**src/rtl/sfd_pkg.sv**
```systemverilog
`default_nettype none
package sfd_pkg;

  localparam int unsigned FrameBytes  = 25;
  localparam int unsigned NumChannels = 16;
  localparam int unsigned StoreDepth  = FrameBytes - 1;
  localparam int unsigned StoreBits   = StoreDepth * 8;
  localparam int unsigned ChanBits    = 11;
  localparam int unsigned IdxBits     = 4;
  localparam int unsigned CountBits   = 5;
  localparam int unsigned TickBits    = 16;
  localparam int unsigned OutDataBits = 24;

  localparam logic [7:0]           HeaderByte   = 8'h0F;
  localparam logic [CountBits-1:0] CountMax     = 5'd31;
  localparam logic [CountBits-1:0] CountFull    = 5'(StoreDepth);
  localparam logic [TickBits-1:0]  TickMax      = 16'hFFFF;
  localparam logic [TickBits-1:0]  TimeoutReset = 16'd10;
  // failsafe is bit 3 of byte 23
  localparam int unsigned          FailsafePos  = 23 * 8 + 3;

  localparam logic OpByte = 1'b0;
  localparam logic OpTick = 1'b1;

  localparam logic KindChan   = 1'b0;
  localparam logic KindStatus = 1'b1;

  // step codes of the sequencer
  localparam logic StepWait = 1'b0;
  localparam logic StepChan = 1'b1;

  typedef enum logic {
    CondFrameOk  = 1'b0,
    CondLastChan = 1'b1
  } cond_e;

  typedef struct packed {
    logic  take_input;
    logic  emit_chan;
    cond_e cond;
    logic  next_seq;
    logic  next_hit;
  } ctrl_word_t;

  function automatic ctrl_word_t ucode_rom(input logic step);
    ctrl_word_t w;
    unique case (step)
      StepWait: w = '{take_input: 1'b1, emit_chan: 1'b0, cond: CondFrameOk,
                      next_seq: StepWait, next_hit: StepChan};
      StepChan: w = '{take_input: 1'b0, emit_chan: 1'b1, cond: CondLastChan,
                      next_seq: StepChan, next_hit: StepWait};
      default:  w = '{take_input: 1'b1, emit_chan: 1'b0, cond: CondFrameOk,
                      next_seq: StepWait, next_hit: StepChan};
    endcase
    return w;
  endfunction

endpackage
`default_nettype wire

```
**src/rtl/sbus_frame_decoder_unit.sv**
```systemverilog
`default_nettype none
// channel   direction  beat content
// s_axis    in         tdata[7:0] data_byte, tuser operation, tlast burst_end
// m_axis    out        tdata channel_index/value, failsafe, link_lost; tuser kind;
//                      tlast last
// cfg       in         cfg_data_i timeout_ticks, written on cfg_valid_i (always ready)
//
// A valid frame's end beat then runs sixteen channel steps, one per cycle the
// output register is free. The two-step control ROM and its step register
// set this.
// rst_ni clears counters, the link-lost flag and the sequencer; the frame store and failsafe flag are not reset.
// s_axis_tready drops while channels are emitted or the output register is stalled.
module sbus_frame_decoder_unit (
  input  wire logic        clk_i,
  input  wire logic        rst_ni,
  input  wire logic        s_axis_tvalid,
  output logic             s_axis_tready,
  input  wire logic [7:0]  s_axis_tdata,   // [7:0] data_byte
  input  wire logic        s_axis_tuser,   // operation
  input  wire logic        s_axis_tlast,   // burst_end
  output logic             m_axis_tvalid,
  input  wire logic        m_axis_tready,
  output logic [23:0]      m_axis_tdata,   // [3:0] channel_index, [14:4] channel_value,
                                           // [15] failsafe, [16] link_lost, [23:17] zero
  output logic             m_axis_tuser,   // kind
  output logic             m_axis_tlast,   // last
  input  wire logic        cfg_valid_i,
  output logic             cfg_ready_o,
  input  wire logic [15:0] cfg_data_i
);

  logic                                step_q, step_d;
  logic [sfd_pkg::StoreBits-1:0]       frame_q, frame_d;
  logic [sfd_pkg::CountBits-1:0]       count_q, count_d;
  logic [sfd_pkg::TickBits-1:0]        ticks_q, ticks_d;
  logic                                lost_q, lost_d;
  logic [sfd_pkg::TickBits-1:0]        timeout_q;
  logic [sfd_pkg::IdxBits-1:0]         chan_q, chan_d;
  logic                                fs_q, fs_d;
  logic                                out_valid_q, out_valid_d;
  logic [sfd_pkg::OutDataBits-1:0]     out_data_q, out_data_d;
  logic                                out_kind_q, out_kind_d;
  logic                                out_last_q, out_last_d;

  sfd_pkg::ctrl_word_t cw;
  logic slot_free;
  logic in_fire;
  logic frame_ok;
  logic hit;

  assign cw            = sfd_pkg::ucode_rom(step_q);
  assign slot_free     = !out_valid_q || m_axis_tready;
  assign s_axis_tready = cw.take_input && slot_free;
  assign in_fire       = s_axis_tvalid && s_axis_tready;
  assign frame_ok      = (count_q == sfd_pkg::CountFull) &&
                         (frame_q[7:0] == sfd_pkg::HeaderByte);
  assign cfg_ready_o   = 1'b1;

  always_comb begin
    unique case (cw.cond)
      sfd_pkg::CondFrameOk:  hit = in_fire && (s_axis_tuser == sfd_pkg::OpByte) &&
                                   s_axis_tlast && frame_ok;
      sfd_pkg::CondLastChan: hit = slot_free &&
                                   (chan_q == sfd_pkg::IdxBits'(sfd_pkg::NumChannels - 1));
      default:               hit = 1'b0;
    endcase
  end

  always_comb begin
    step_d      = hit ? cw.next_hit : cw.next_seq;
    frame_d     = frame_q;
    count_d     = count_q;
    ticks_d     = ticks_q;
    lost_d      = lost_q;
    chan_d      = chan_q;
    fs_d        = fs_q;
    out_valid_d = out_valid_q && !m_axis_tready;
    out_data_d  = out_data_q;
    out_kind_d  = out_kind_q;
    out_last_d  = out_last_q;

    if (in_fire) begin
      priority if (s_axis_tuser == sfd_pkg::OpTick) begin
        if (ticks_q != sfd_pkg::TickMax) ticks_d = ticks_q + 1'b1;
        lost_d      = ticks_d > timeout_q;
        out_valid_d = 1'b1;
        out_kind_d  = sfd_pkg::KindStatus;
        out_last_d  = 1'b1;
        out_data_d  = '0;
        out_data_d[16] = lost_d;
      end else if (!s_axis_tlast) begin
        // shift in; byte 0 ends up at the bottom after a full frame
        if (count_q < sfd_pkg::CountFull)
          frame_d = {s_axis_tdata, frame_q[sfd_pkg::StoreBits-1:8]};
        if (count_q != sfd_pkg::CountMax) count_d = count_q + 1'b1;
      end else begin
        count_d = '0;
        if (frame_ok) begin
          ticks_d = '0;
          lost_d  = 1'b0;
          fs_d    = frame_q[sfd_pkg::FailsafePos];
          chan_d  = '0;
        end
      end
    end

    if (cw.emit_chan && slot_free) begin
      out_valid_d = 1'b1;
      out_kind_d  = sfd_pkg::KindChan;
      out_last_d  = (chan_q == sfd_pkg::IdxBits'(sfd_pkg::NumChannels - 1));
      out_data_d  = '0;
      out_data_d[3:0]  = chan_q;
      out_data_d[14:4] = frame_q[8 +: sfd_pkg::ChanBits];
      out_data_d[15]   = fs_q;
      // advance to the next 11-bit field
      frame_d = frame_q >> sfd_pkg::ChanBits;
      chan_d  = chan_q + 1'b1;
    end
  end

  always_ff @(posedge clk_i or negedge rst_ni) begin
    if (!rst_ni) begin
      step_q      <= sfd_pkg::StepWait;
      count_q     <= '0;
      ticks_q     <= '0;
      lost_q      <= 1'b0;
      timeout_q   <= sfd_pkg::TimeoutReset;
      chan_q      <= '0;
      out_valid_q <= 1'b0;
    end else begin
      step_q      <= step_d;
      count_q     <= count_d;
      ticks_q     <= ticks_d;
      lost_q      <= lost_d;
      chan_q      <= chan_d;
      out_valid_q <= out_valid_d;
      if (cfg_valid_i) timeout_q <= cfg_data_i;
    end
  end

  always_ff @(posedge clk_i) begin
    frame_q    <= frame_d;
    fs_q       <= fs_d;
    out_data_q <= out_data_d;
    out_kind_q <= out_kind_d;
    out_last_q <= out_last_d;
  end

  assign m_axis_tvalid = out_valid_q;
  assign m_axis_tdata  = out_data_q;
  assign m_axis_tuser  = out_kind_q;
  assign m_axis_tlast  = out_last_q;

endmodule
`default_nettype wire
```
**config.mk**
```make
export PLATFORM = sky130hd
export DESIGN_NAME = sbus_frame_decoder_unit
export DESIGN_NICKNAME = d
export VERILOG_FILES = /design/src/rtl/sfd_pkg.sv /design/src/rtl/sbus_frame_decoder_unit.sv
export SDC_FILE = /design/constraint.sdc
export NUM_CORES = 1
export LEC_CHECK = 0
export BUFFER_PORTS_ARGS = -buffer_cell sky130_fd_sc_hd__buf_2
export CAP_MARGIN = 20
export CORE_ASPECT_RATIO = 1.75
export CORE_MARGIN = 2
export CORE_UTILIZATION = 40
export CTS_CLUSTER_DIAMETER = 60
export DETAILED_ROUTE_END_ITERATION = 8
export SKIP_CTS_REPAIR_TIMING = 1
export SLEW_MARGIN = 20
export SYNTH_ARGS = -nofsm -noshare
export SYNTH_HDL_FRONTEND = slang
export SYNTH_SLANG_ARGS = --single-unit
```
**constraint.sdc**
```tcl
create_clock -name clk_i -period 19.7 [get_ports clk_i]
set_clock_uncertainty 0.2 [all_clocks]
set_input_delay 3.94 -clock clk_i [delete_from_list [all_inputs] [get_ports clk_i]]
set_output_delay 3.94 -clock clk_i [all_outputs]
set_load 0.05 [all_outputs]
```
==> summary.txt, run 1 <==
Status
  • Status: finished, final reports clean

Run
  • Max-cap viol count: 0

Global routing
  • Largest net degree at the start of global routing: 112
  • Initial antenna violation count: 0
  • Gr usage total: about 15%
  • First-pass GRT wire length: a little under 40000 um
  • Total grt overflow: 0
  • Vias in the first global route: approximately 8100

Drt
  • Remaining DRCs: 0
  • DR vias: just over 8000
  • Routed WL per cell: approximately 15 um
  • Total wire length: between 20000 and 25000 um
  • Initial DRC Count: between 500 and 600
  • Vias per Instance: between 5 and 6
  • ANT nets after route: 0
  • DRT Pass-1 Iters: 5

Layout
  • Commonest non-fill, non-tap cell in the layout: nand2_1
  • Commonest cells after routing, fill and taps aside: nand2_1, edfxtp_1, buf_2
  • Layout area overhead: 11.38%
  • Layout net count: roughly 1300
  • Area of the multi-input gates: ~0.0041 mm^2
  • Ratio of cells with drive above 1 in the final layout: 9.157%
  • Final std cells w/o fill: 1616
  • Fill cell count: 2784
  • Register Area: between 0.007 and 0.008 mm^2
  • N_diodes: 0

STA
  • Max Freq: approximately 110 MHz
  • RSZ-0062 raised after global routing: no
  • Endpoints failing setup: 0
  • Period utilization: 44.99%
  • Setup_tns: 0 ns
  • Minimum clock period: about 8.9 ns
  • Rel. slew slack: approximately 28%
  • Final Hold Viols: 0
  • Worst Tran Pin Value: approximately 1.1 ns
  • Slew Viols, Final: 0

Pwr
  • Cell leakage power: 0.005513 uW
  • Worst vdd ir: 73.16 uV
  • PwrDens: 91.64 mW/mm^2

Worst setup path
  • Worst path cell trace: buf_2, nor2b_1, nor2_1, buf_2
  • R2r startpoint: step_q$_DFFE_PN0P_
  • R2R setup slack: ~16 ns
  • CP max stage delay: ~0.34 ns
  • Crit-path max FO: 5
  • Critical path buffer and inverter count: 2
  • R2R Path End: frame_q[8]$_DFFE_PP_
  • Crit path kind: input pin to primary output
  • FF-to-FF path depth: 6
  • Worst path most repeated cell: buf_2
  • Arrival @ worst endpoint: between 4 and 5 ns
  • Crit end category: primary output
  • WP data required: around 16 ns
  • Worst path top cell family by delay: simple AND/OR/NAND/NOR gates
  • Slowest CP cell: nor2b_1
  • Crit path launch type: input pin

Logic synthesis
  • Netlist cell types: 56
  • Seq/Total Area, Yosys: approximately 62%
  • Yosys warns: 0
  • Post-Syn Instances: 1194
  • Avg Cell Area, Syn: 9.823 um^2
  • Post-synth EDFFs: about 200
  • Post-synth top flop: edfxtp_1
  • FF+latch count, synth: approximately 260
  • Ys async rst share: between 10% and 20%
  • Synth Cell Area: approximately 0.012 mm^2

Clock tree
  • CTS clk-pin slew, worst paths: 0.06 ns
  • TritonCTS clock tree: done
  • Sink Count: approximately 260
  • CTS Buffer Depth: 3
  • Clk Latency, worst-skew pair: between 0.5 and 0.6 ns
  • Root buf cell: clkbuf_16
  • Num CTS Buffers: 25
  • H-tree levels: 1

Placement
  • Total placed cells including tap cells: between 1500 and 2000
  • Routability congestion estimate: between 0.8 and 0.9
  • HPWL Detailed: about 15000 um
  • PortBufs: 51

Min path
  • Worst Hold Depth: 2
  • Worst Hold Class: flop to flop
  • Hold Startpoint: frame_q[189]$_SDFFE_PP0P_
  • Hold EP: frame_q[181]$_SDFFE_PP0P_

Die
  • Row count: between 80 and 90
  • Die Width: approximately 130 um
  • Placeable Area: approximately 0.029 mm^2
  • Die area: a little over 0.03 mm^2
  • Initial Utilization: 40.34%
  • # IOs: 60
  • Chip height: between 200 and 250 um
state kept, by name, summed over array words and instances, names as in the netlist:
name	cells
ticks_q	16
fs_q	1
m_axis_tvalid	1
m_axis_tuser	1
chan_q	4
count_q	5
step_q	1
m_axis_tlast	1
timeout_q	16
frame_q	192
m_axis_tdata	17
metrics by stage:
step	utilization [%]	power (uW)	instance area [um^2]	setup WS, ns	hold WS [ns]
final	44.93	1197	13060	10.84	0.2880
after detailed placement	42.20	759.8	12270	10.85	0.2761
after CTS	44.80	1211	13030	10.85	0.2888
after floorplan	-	735.2	11750	1.178	0.2454
after global routing	44.93	1251	13060	10.79	0.3083
after global placement	42.20	756.2	12270	10.90	0.2708
cells in the mapped netlist (4+ instances only):
master,instances,area (um^2)
nand4_1,12,75.07
a31oi_1,4,25.02
edfxtp_1,199,5976
dfrtp_1,41,1026
o211ai_1,9,67.56
inv_1,22,82.58
nand2_1,564,2117
nor2_1,19,71.32
o21ai_0,46,230.2
clkbuf_1,61,229.0
a21oi_1,23,115.1
nor2b_1,6,37.54
nor4_1,4,25.02
xor2_1,8,70.07
a21o_1,8,60.06
buf_4,9,67.56
nand2b_1,5,31.28
dfxtp_1,13,260.3
or4_1,9,67.56
mux2_2,4,45.04
and3_1,22,137.6
and2_1,7,43.79
xnor2_1,5,43.79
ha_1,21,262.8
nor3_1,4,20.02
nand3_1,24,120.1
area by class of cell:
class,count,area share [%]
flip-flops and latches,255,55.99
multi-input cells,850,31.18
clock buffers,29,4.904
well taps,382,3.659
repair buffers,61,2.758
clock inverters,17,0.8716
inverters,22,0.6321
layer usage:
layer / up-vias / track usage [%] / share of wire, %
met5: - / 0 / 0
met3: 37 / 2.218 / 3.9
met1: 3941 / 19.17 / 43
li1: 4059 / - / -
met4: 0 / 4.721 / 2.4
met2: 156 / 27.67 / 51
power breakdown:
group / leakage, uW / switching [uW] / total [uW] / internal, uW
Sequential: 0.00247 / 29.0 / 640 / 611
Combinational: 0.00267 / 66.2 / 109 / 42.8
Clock: 0.000374 / 202 / 448 / 247
worst max path at each step:
stage,slack [ns],start,end,cells after the start
after floorplan,1.18,m_axis_tready,frame_q[0]$_DFFE_PP_,4
after global placement,10.90,m_axis_tready,s_axis_tready,4
after detailed placement,10.85,m_axis_tready,s_axis_tready,4
after CTS,10.85,m_axis_tready,s_axis_tready,4
after global routing,10.79,m_axis_tready,s_axis_tready,4
final,10.84,m_axis_tready,s_axis_tready,4
cell families after synthesis:
logic type,count (synthesis),synth area share [%]
adder cells (fa/ha/maj),21,2.240
AND/OR/NAND/NOR,689,24.41
flip-flops,255,62.36
buffers and inverters,95,3.328
multiplexers,5,0.4694
other,2,0.06403
XOR/XNOR,13,0.9708
AO/OA/AOI/OAI,114,6.155
tightest hold or removal path: stages (launching register included):
cell and delay, ns:
dfxtp_1 0.32, nand3_1 0.07, a21oi_1 0.05
No activity file was read; power rests on OpenSTA's default activity.
==> inputs of run 2 (changes only) <==
clock period = 8.8 ns   (was 19.7 ns; I/O delays follow)
==> summary.txt, run 2 (synthesis results as in run 1) <==
Worst setup path
  • Crit-path max FO: 5 (unchanged)
  • WP data required: 6.84 ns (-8.72 ns)
  • Critical path buffer and inverter count: 2 (unchanged)
  • CP Launch Point: m_axis_tready
  • Worst path cell trace: buf_2, nor2b_1, nor2_1, buf_2
  • Arrival @ worst endpoint: 2.54 ns (-2.18 ns)
  • Worst path top cell family by delay: simple AND/OR/NAND/NOR gates
  • R2r startpoint: ticks_q[10]$_DFFE_PN0P_
  • Slowest CP cell: nor2b_1
  • Crit path launch type: input pin
  • CP max stage delay: 0.32 ns (-0.02 ns)
  • Crit end category: primary output
  • Worst path most repeated cell: buf_2
  • Crit path kind: input pin to primary output

Drt
  • Routed WL per cell: 14.65 um (+0.86%)
  • ANT nets after route: 0 (unchanged)
  • DRT Pass-1 Iters: 5 (unchanged)
  • Initial DRC Count: 598 (+3.8%)
  • Total wire length: 23590 um (+0.48%)
  • Vias per Instance: 5.030 (-0.79%)
  • Remaining DRCs: 0 (unchanged)
  • DR vias: 8098 (-1.2%)

Layout
  • Finished Core Util: 44.69% (-0.24 points)
  • Layout area overhead: 10.80%
  • N_diodes: 0 (unchanged)
  • Layout net count: 1262 (-0.39%)
  • Commonest cells after routing, fill and taps aside: nand2_1, edfxtp_1, buf_2
  • Top reg by flops: frame_q
  • Final std cells w/o fill: 1610 (-0.37%)
  • Ratio of cells with drive above 1 in the final layout: 8.713% (-0.44 points)
  • Commonest non-fill, non-tap cell in the layout: nand2_1
  • Max reg flops: 192 (unchanged)
  • Fill cell count: 2778 (-0.22%)

STA
  • Endpoints failing setup: 0 (unchanged)
  • Slew Viols, Final: 0 (unchanged)
  • Setup_tns: 0 ns (unchanged)
  • Worst Tran Pin Value: 1.083 ns (+0.008466 ns)
  • Period utilization: 51.10%
  • Max Freq: 222.4 MHz
  • Rel. slew slack: 27.22% (-0.57 points)
  • Final Hold Viols: 0 (unchanged)
  • RSZ-0062 raised after global routing: no
  • Minimum clock period: between 4 and 5 ns

Clock tree
  • Root buf cell: clkbuf_16
  • TritonCTS clock tree: done
  • H-tree levels: 1 (unchanged)
  • CTS Buffer Depth: 3 (unchanged)
  • Num CTS Buffers: 24 (-4.0%)
  • Clk Latency, worst-skew pair: 0.53 ns (about the same)
  • Sink Count: 255 (unchanged)
  • CTS clk-pin slew, worst paths: 0.06 ns (about the same)

Global routing
  • Vias in the first global route: 8001 (-1.5%)
  • Largest net degree at the start of global routing: 182 (+63%)
  • First-pass GRT wire length: 38760 um (-1.8%)
  • Gr usage total: 15.27% (-0.17 points)
  • Total grt overflow: 0 (unchanged)
  • Initial antenna violation count: 0 (unchanged)

Placement
  • Routability congestion estimate: 0.8326 (-2.9%)
  • HPWL Detailed: 14570 um (-0.19%)
  • Total placed cells including tap cells: 1566 (-0.19%)
  • PortBufs: 51 (unchanged)

Die
  • Die area: 0.03076 mm^2 (unchanged)
  • Chip height: 230.5 um (unchanged)
  • # IOs: 60 (unchanged)
  • Die Width: 133.4 um (unchanged)
  • Row count: 83 (unchanged)
  • Placeable Area: 0.02908 mm^2 (unchanged)
  • Initial Utilization: 40.34% (unchanged)

Status
  • Status: finished, final reports clean

Min path
  • Hold Startpoint: frame_q[189]$_SDFFE_PP0P_
  • Worst Hold Class: flop to flop

Pwr
  • Tot Pwr: 2669 uW (+120%)
  • Worst vdd ir: 166.0 uV (+130%)
  • PwrDens: 205.4 mW/mm^2 (+120%)
  • Cell leakage power: 0.005472 uW (-0.75%)

Run
  • Max-cap viol count: 0 (unchanged)
[run 2: cell count changes in the layout (fill, tap and decap cells not counted), moves of 2 or more]
cell	before	now
buf_6	2	0
clkinv_1	9	6
clkbuf_1	4	7
buf_4	8	6
clkinv_2	6	3
[run 2: worst paths after layout]
kind                                                  to  slack, ns  depth (start not counted)
min                            frame_q[181]$_SDFFE_PP0P_       0.29                          2
max                                        s_axis_tready       4.30                          4
max reg2reg                m_axis_tdata[16]$_SDFFE_PP0P_       5.22                          9
max in group asynchronous         count_q[0]$_DFFE_PN0P_       6.96                          1
min reg2reg                    frame_q[181]$_SDFFE_PP0P_       0.29                          2
min in group asynchronous       timeout_q[9]$_DFFE_PN0P_       1.03                          1
[run 2: report_power, final]
| group | leakage (uW) | internal, uW | switching [uW] |
|---|---|---|---|
| combinational | 0.00264 | 96.1 | 150 |
| clock | 0.000358 | 543 | 448 |
| sequential | 0.00247 | 1370 | 65.7 |
[run 2: through the flow]
stage / hold slack, ns / setup slack [ns] / area, um^2
2_1_floorplan: 0.2454 / 0.8465 / 11760
3_3_place_gp: 0.2702 / 4.299 / 12260
3_5_place_dp: 0.2778 / 4.310 / 12260
4_1_cts: 0.2931 / 4.310 / 12990
5_1_grt: 0.3214 / 4.244 / 13000
6_report: 0.2910 / 4.303 / 13000
[run 2: cell type report]
cell class / instances / area (um^2) / area share [%]
clock inverters: 12 / 90.09 / 0.6932
flip-flops and latches: 255 / 7315 / 56.29
well taps: 382 / 478.0 / 3.678
inverters: 22 / 82.58 / 0.6355
multi-input cells: 850 / 4074 / 31.35
clock buffers: 32 / 640.6 / 4.930
repair buffers: 57 / 315.3 / 2.426
[run 2: worst register-to-register path, stage by stage (launching register included)]
cell and delay, ns:
dfrtp_1 0.54, nand4_1 0.33, or4_1 0.67, nor2_1 0.13, mux2_2 0.35, ha_1 0.30, nand4_1 0.17, or4_1 0.55
mux2i_1 0.14, a31oi_1 0.07
[run 2: per-layer routing]
metal / wire (um) / track usage, % / vias up / share of wire [%]
li1: - / - / 4055 / -
met1: 10050 / 18.43 / 3867 / 43
met2: 12270 / 28.22 / 137 / 52
met3: 730 / 1.779 / 39 / 3.1
met4: 546 / 4.754 / 0 / 2.3
met5: 0 / 0 / - / 0
==> inputs of run 3 (changes only) <==
ABC_AREA = 1   (was not set)
clock period = 4.54 ns   (was 8.8 ns; I/O delays follow)
==> summary.txt, run 3 <==
Logic synthesis
  • Top cells by area, synth: edfxtp_1, nand2_1, dfrtp_1
  • Synth Cell Area: 0.01157 mm^2 (-1.3%)
  • Seq/Total Area, Yosys: 63.20% (+0.84 points)
  • Post-synth top flop: edfxtp_1
  • Ys async rst share: 16.86% (unchanged)
  • Post-synth EDFFs: 199 (unchanged)
  • Netlist cell types: 35 (-38%)
  • Post-Syn Instances: 1232 (+3.2%)
  • Top cells by count, synth: nand2_1, edfxtp_1, inv_1
  • FF+latch count, synth: 255 (unchanged)
  • Top-count cell post-synth: nand2_1
  • Avg Cell Area, Syn: 9.394 um^2 (-4.4%)
  • Share of the synthesized area in the top cell type: 51.63% (+0.68 points)
  • Yosys warns: 0 (unchanged)
  • Area leader, netlist: edfxtp_1

Worst setup path
  • Worst path top cell family by delay: simple AND/OR/NAND/NOR gates
  • Worst path most repeated cell: nand2_1
  • Crit path kind: input pin to flop
  • Critical path buffer and inverter count: 3 (+1)
  • Crit end category: flop
  • Arrival @ worst endpoint: 2.90 ns (+0.36 ns)
  • Crit-path max FO: 63 (+58)
  • CP max stage delay: 0.56 ns (+0.24 ns)
  • Slowest CP cell: nand2_8
  • WP data required: 4.54 ns (-2.30 ns)
  • Worst path cell trace: buf_2, inv_1, nand2_1, nand3_1, nor2_2, nand2_1, nand2_8, buf_12
  • Crit path launch type: input pin

Global routing
  • Vias in the first global route: 7779 (-2.8%)
  • Largest net degree at the start of global routing: 196 (+7.7%)
  • First-pass GRT wire length: 37430 um (-3.5%)
  • Total grt overflow: 0 (unchanged)
  • Initial antenna violation count: 0 (unchanged)
  • Gr usage total: 15.05% (-0.22 points)

STA
  • Minimum clock period: slightly below 3 ns
  • Final Hold Viols: 0 (unchanged)
  • Max Freq: between 300 and 400 MHz
  • Rel. slew slack: 37.97% (+11 points)
  • Hold_ws: 0.1599 ns (-0.1311 ns)
  • Slew Viols, Final: 0 (unchanged)
  • RSZ-0062 raised after global routing: no
  • Period utilization: 63.83%
  • Setup_tns: 0 ns (unchanged)
  • Endpoints failing setup: 0 (unchanged)
  • Worst Tran Pin Value: 0.9305 ns (-0.1522 ns)

Layout
  • Commonest cells after routing, fill and taps aside: nand2_1, edfxtp_1, inv_1
  • Top reg by flops: frame_q
  • Layout area overhead: 11.83%
  • Layout net count: 1315 (+4.2%)
  • Commonest non-fill, non-tap cell in the layout: nand2_1
  • N_diodes: 0 (unchanged)
  • Fill cell count: 2784 (+0.22%)
  • Max reg flops: 192 (unchanged)
  • Post-Layout Inst Area: 0.01294 mm^2 (-0.40%)
  • Ratio of cells with drive above 1 in the final layout: 8.892% (+0.18 points)

Drt
  • Total wire length: 22820 um (-3.3%)
  • DRT Pass-1 Iters: 4 (-1)
  • Routed WL per cell: 13.75 um (-6.2%)
  • Initial DRC Count: 571 (-4.5%)
  • Vias per Instance: 4.792 (-4.7%)
  • ANT nets after route: 0 (unchanged)
  • DR vias: 7954 (-1.8%)
  • Remaining DRCs: 0 (unchanged)

Status
  • Status: finished, final reports clean

Clock tree
  • Sink Count: 255 (unchanged)
  • Clk Latency, worst-skew pair: 0.55 ns (+0.02 ns)
  • H-tree levels: 1 (unchanged)
  • Root buf cell: clkbuf_16
  • Num CTS Buffers: 25 (+4.2%)
  • TritonCTS clock tree: done
  • CTS clk-pin slew, worst paths: 0.07 ns (about the same)
  • CTS Buffer Depth: 3 (unchanged)

Pwr
  • PwrDens: 401.9 mW/mm^2 (+96%)
  • Sw Ratio: 23.97% (-0.86 points)
  • Reg power frac: 52.2% (-1.5 points)
  • Clock power share: 39.8% (+2.7 points)
  • Switching power: 1247 uW (+88%)
  • Share of total power in combinational logic: 8.1% (-1.1 points)
  • Int Pwr: 3955 uW (+97%)
  • Cell leakage power: 0.005692 uW (+4.0%)
  • Worst vdd ir: 280.8 uV (+69%)

Die
  • # IOs: 60 (unchanged)
  • Die Width: 132.6 um (-0.64%)
  • Chip height: 229.0 um (-0.65%)
  • Row count: 82 (-1.2%)
  • Initial Utilization: 40.58% (+0.24 points)
  • Die area: 0.03036 mm^2 (-1.3%)
  • Placeable Area: 0.02852 mm^2 (-1.9%)

Placement
  • Routability congestion estimate: 0.7982 (-4.1%)
  • HPWL Detailed: 14430 um (-0.90%)
  • PortBufs: 51 (unchanged)
  • Area post-placement: 0.01213 mm^2 (-1.1%)

Min path
  • Worst Hold Class: input pin to async pin

Run
  • Max-cap viol count: 0 (unchanged)
[run 3: cell families (layout without fill, tap and decap cells)]
group	Yosys count	count (layout)	share of synthesized area, %
AOI/OAI and AO/OA	85	85	3.957
xor gates and xnor gates	10	10	0.7568
adders and majority gates	21	21	2.270
buffers and inverters	131	175	5.005
DFF	255	255	63.20
muxes	1	1	0.09729
other	2	8	0.06489
and+or+nand+nor	727	727	24.65
[run 3: layout make-up]
cell class | instances | area, um^2 | share of cell area [%]
flip-flops and latches | 255 | 7315 | 56.52
well taps | 378 | 473.0 | 3.654
inverters | 72 | 275.3 | 2.127
multi-input cells | 852 | 3719 | 28.73
clock inverters | 9 | 117.6 | 0.9087
clock buffers | 37 | 690.7 | 5.336
repair buffers | 57 | 352.8 | 2.726
[run 3: path summary, 6_finish.rpt]
kind	from	slack [ns]	cells after the start	to
min reg2reg	frame_q[181]$_SDFFE_PP0P_	0.27	2	frame_q[181]$_SDFFE_PP0P_
max reg2reg	step_q$_DFFE_PN0P_	1.71	6	frame_q[40]$_DFFE_PP_
min in group clk_i	frame_q[181]$_SDFFE_PP0P_	0.27	2	frame_q[181]$_SDFFE_PP0P_
max	m_axis_tready	1.64	8	frame_q[40]$_DFFE_PP_
max in group asynchronous	rst_ni	3.54	1	timeout_q[5]$_DFFE_PN0P_
min	rst_ni	0.16	1	count_q[1]$_DFFE_PN0P_
[run 3: routing by layer]
| layer | vias up | wire length, um | global-route usage (%) |
|---|---|---|---|
| met4 | 0 | 622 | 5.914 |
| li1 | 4015 | - | - |
| met5 | - | 0 | 0 |
| met2 | 112 | 12430 | 28.14 |
| met3 | 38 | 622 | 2.036 |
| met1 | 3789 | 9147 | 17.14 |
[run 3: stage by stage]
step                instances  setup slack, ns  utilization, %  power, uW
CTS                      1660            1.647           45.37       5276
global placement         1614            1.142           42.53       3173
floorplan                1238           0.9470               -       3065
global route             1660            1.383           45.38       5437
detailed placement       1614            1.071           42.53       3188
finish                   1660            1.642           45.38       5202
[run 3: power groups by stage]
stage | Clock [uW] | Sequential (uW) | Combinational [uW]
3_3_place_gp | 0 | 2760 | 412
4_1_cts | 2130 | 2710 | 428
2_1_floorplan | 0 | 2770 | 295
3_5_place_dp | 0 | 2760 | 425
5_1_grt | 2220 | 2730 | 492
6_report | 2070 | 2710 | 420
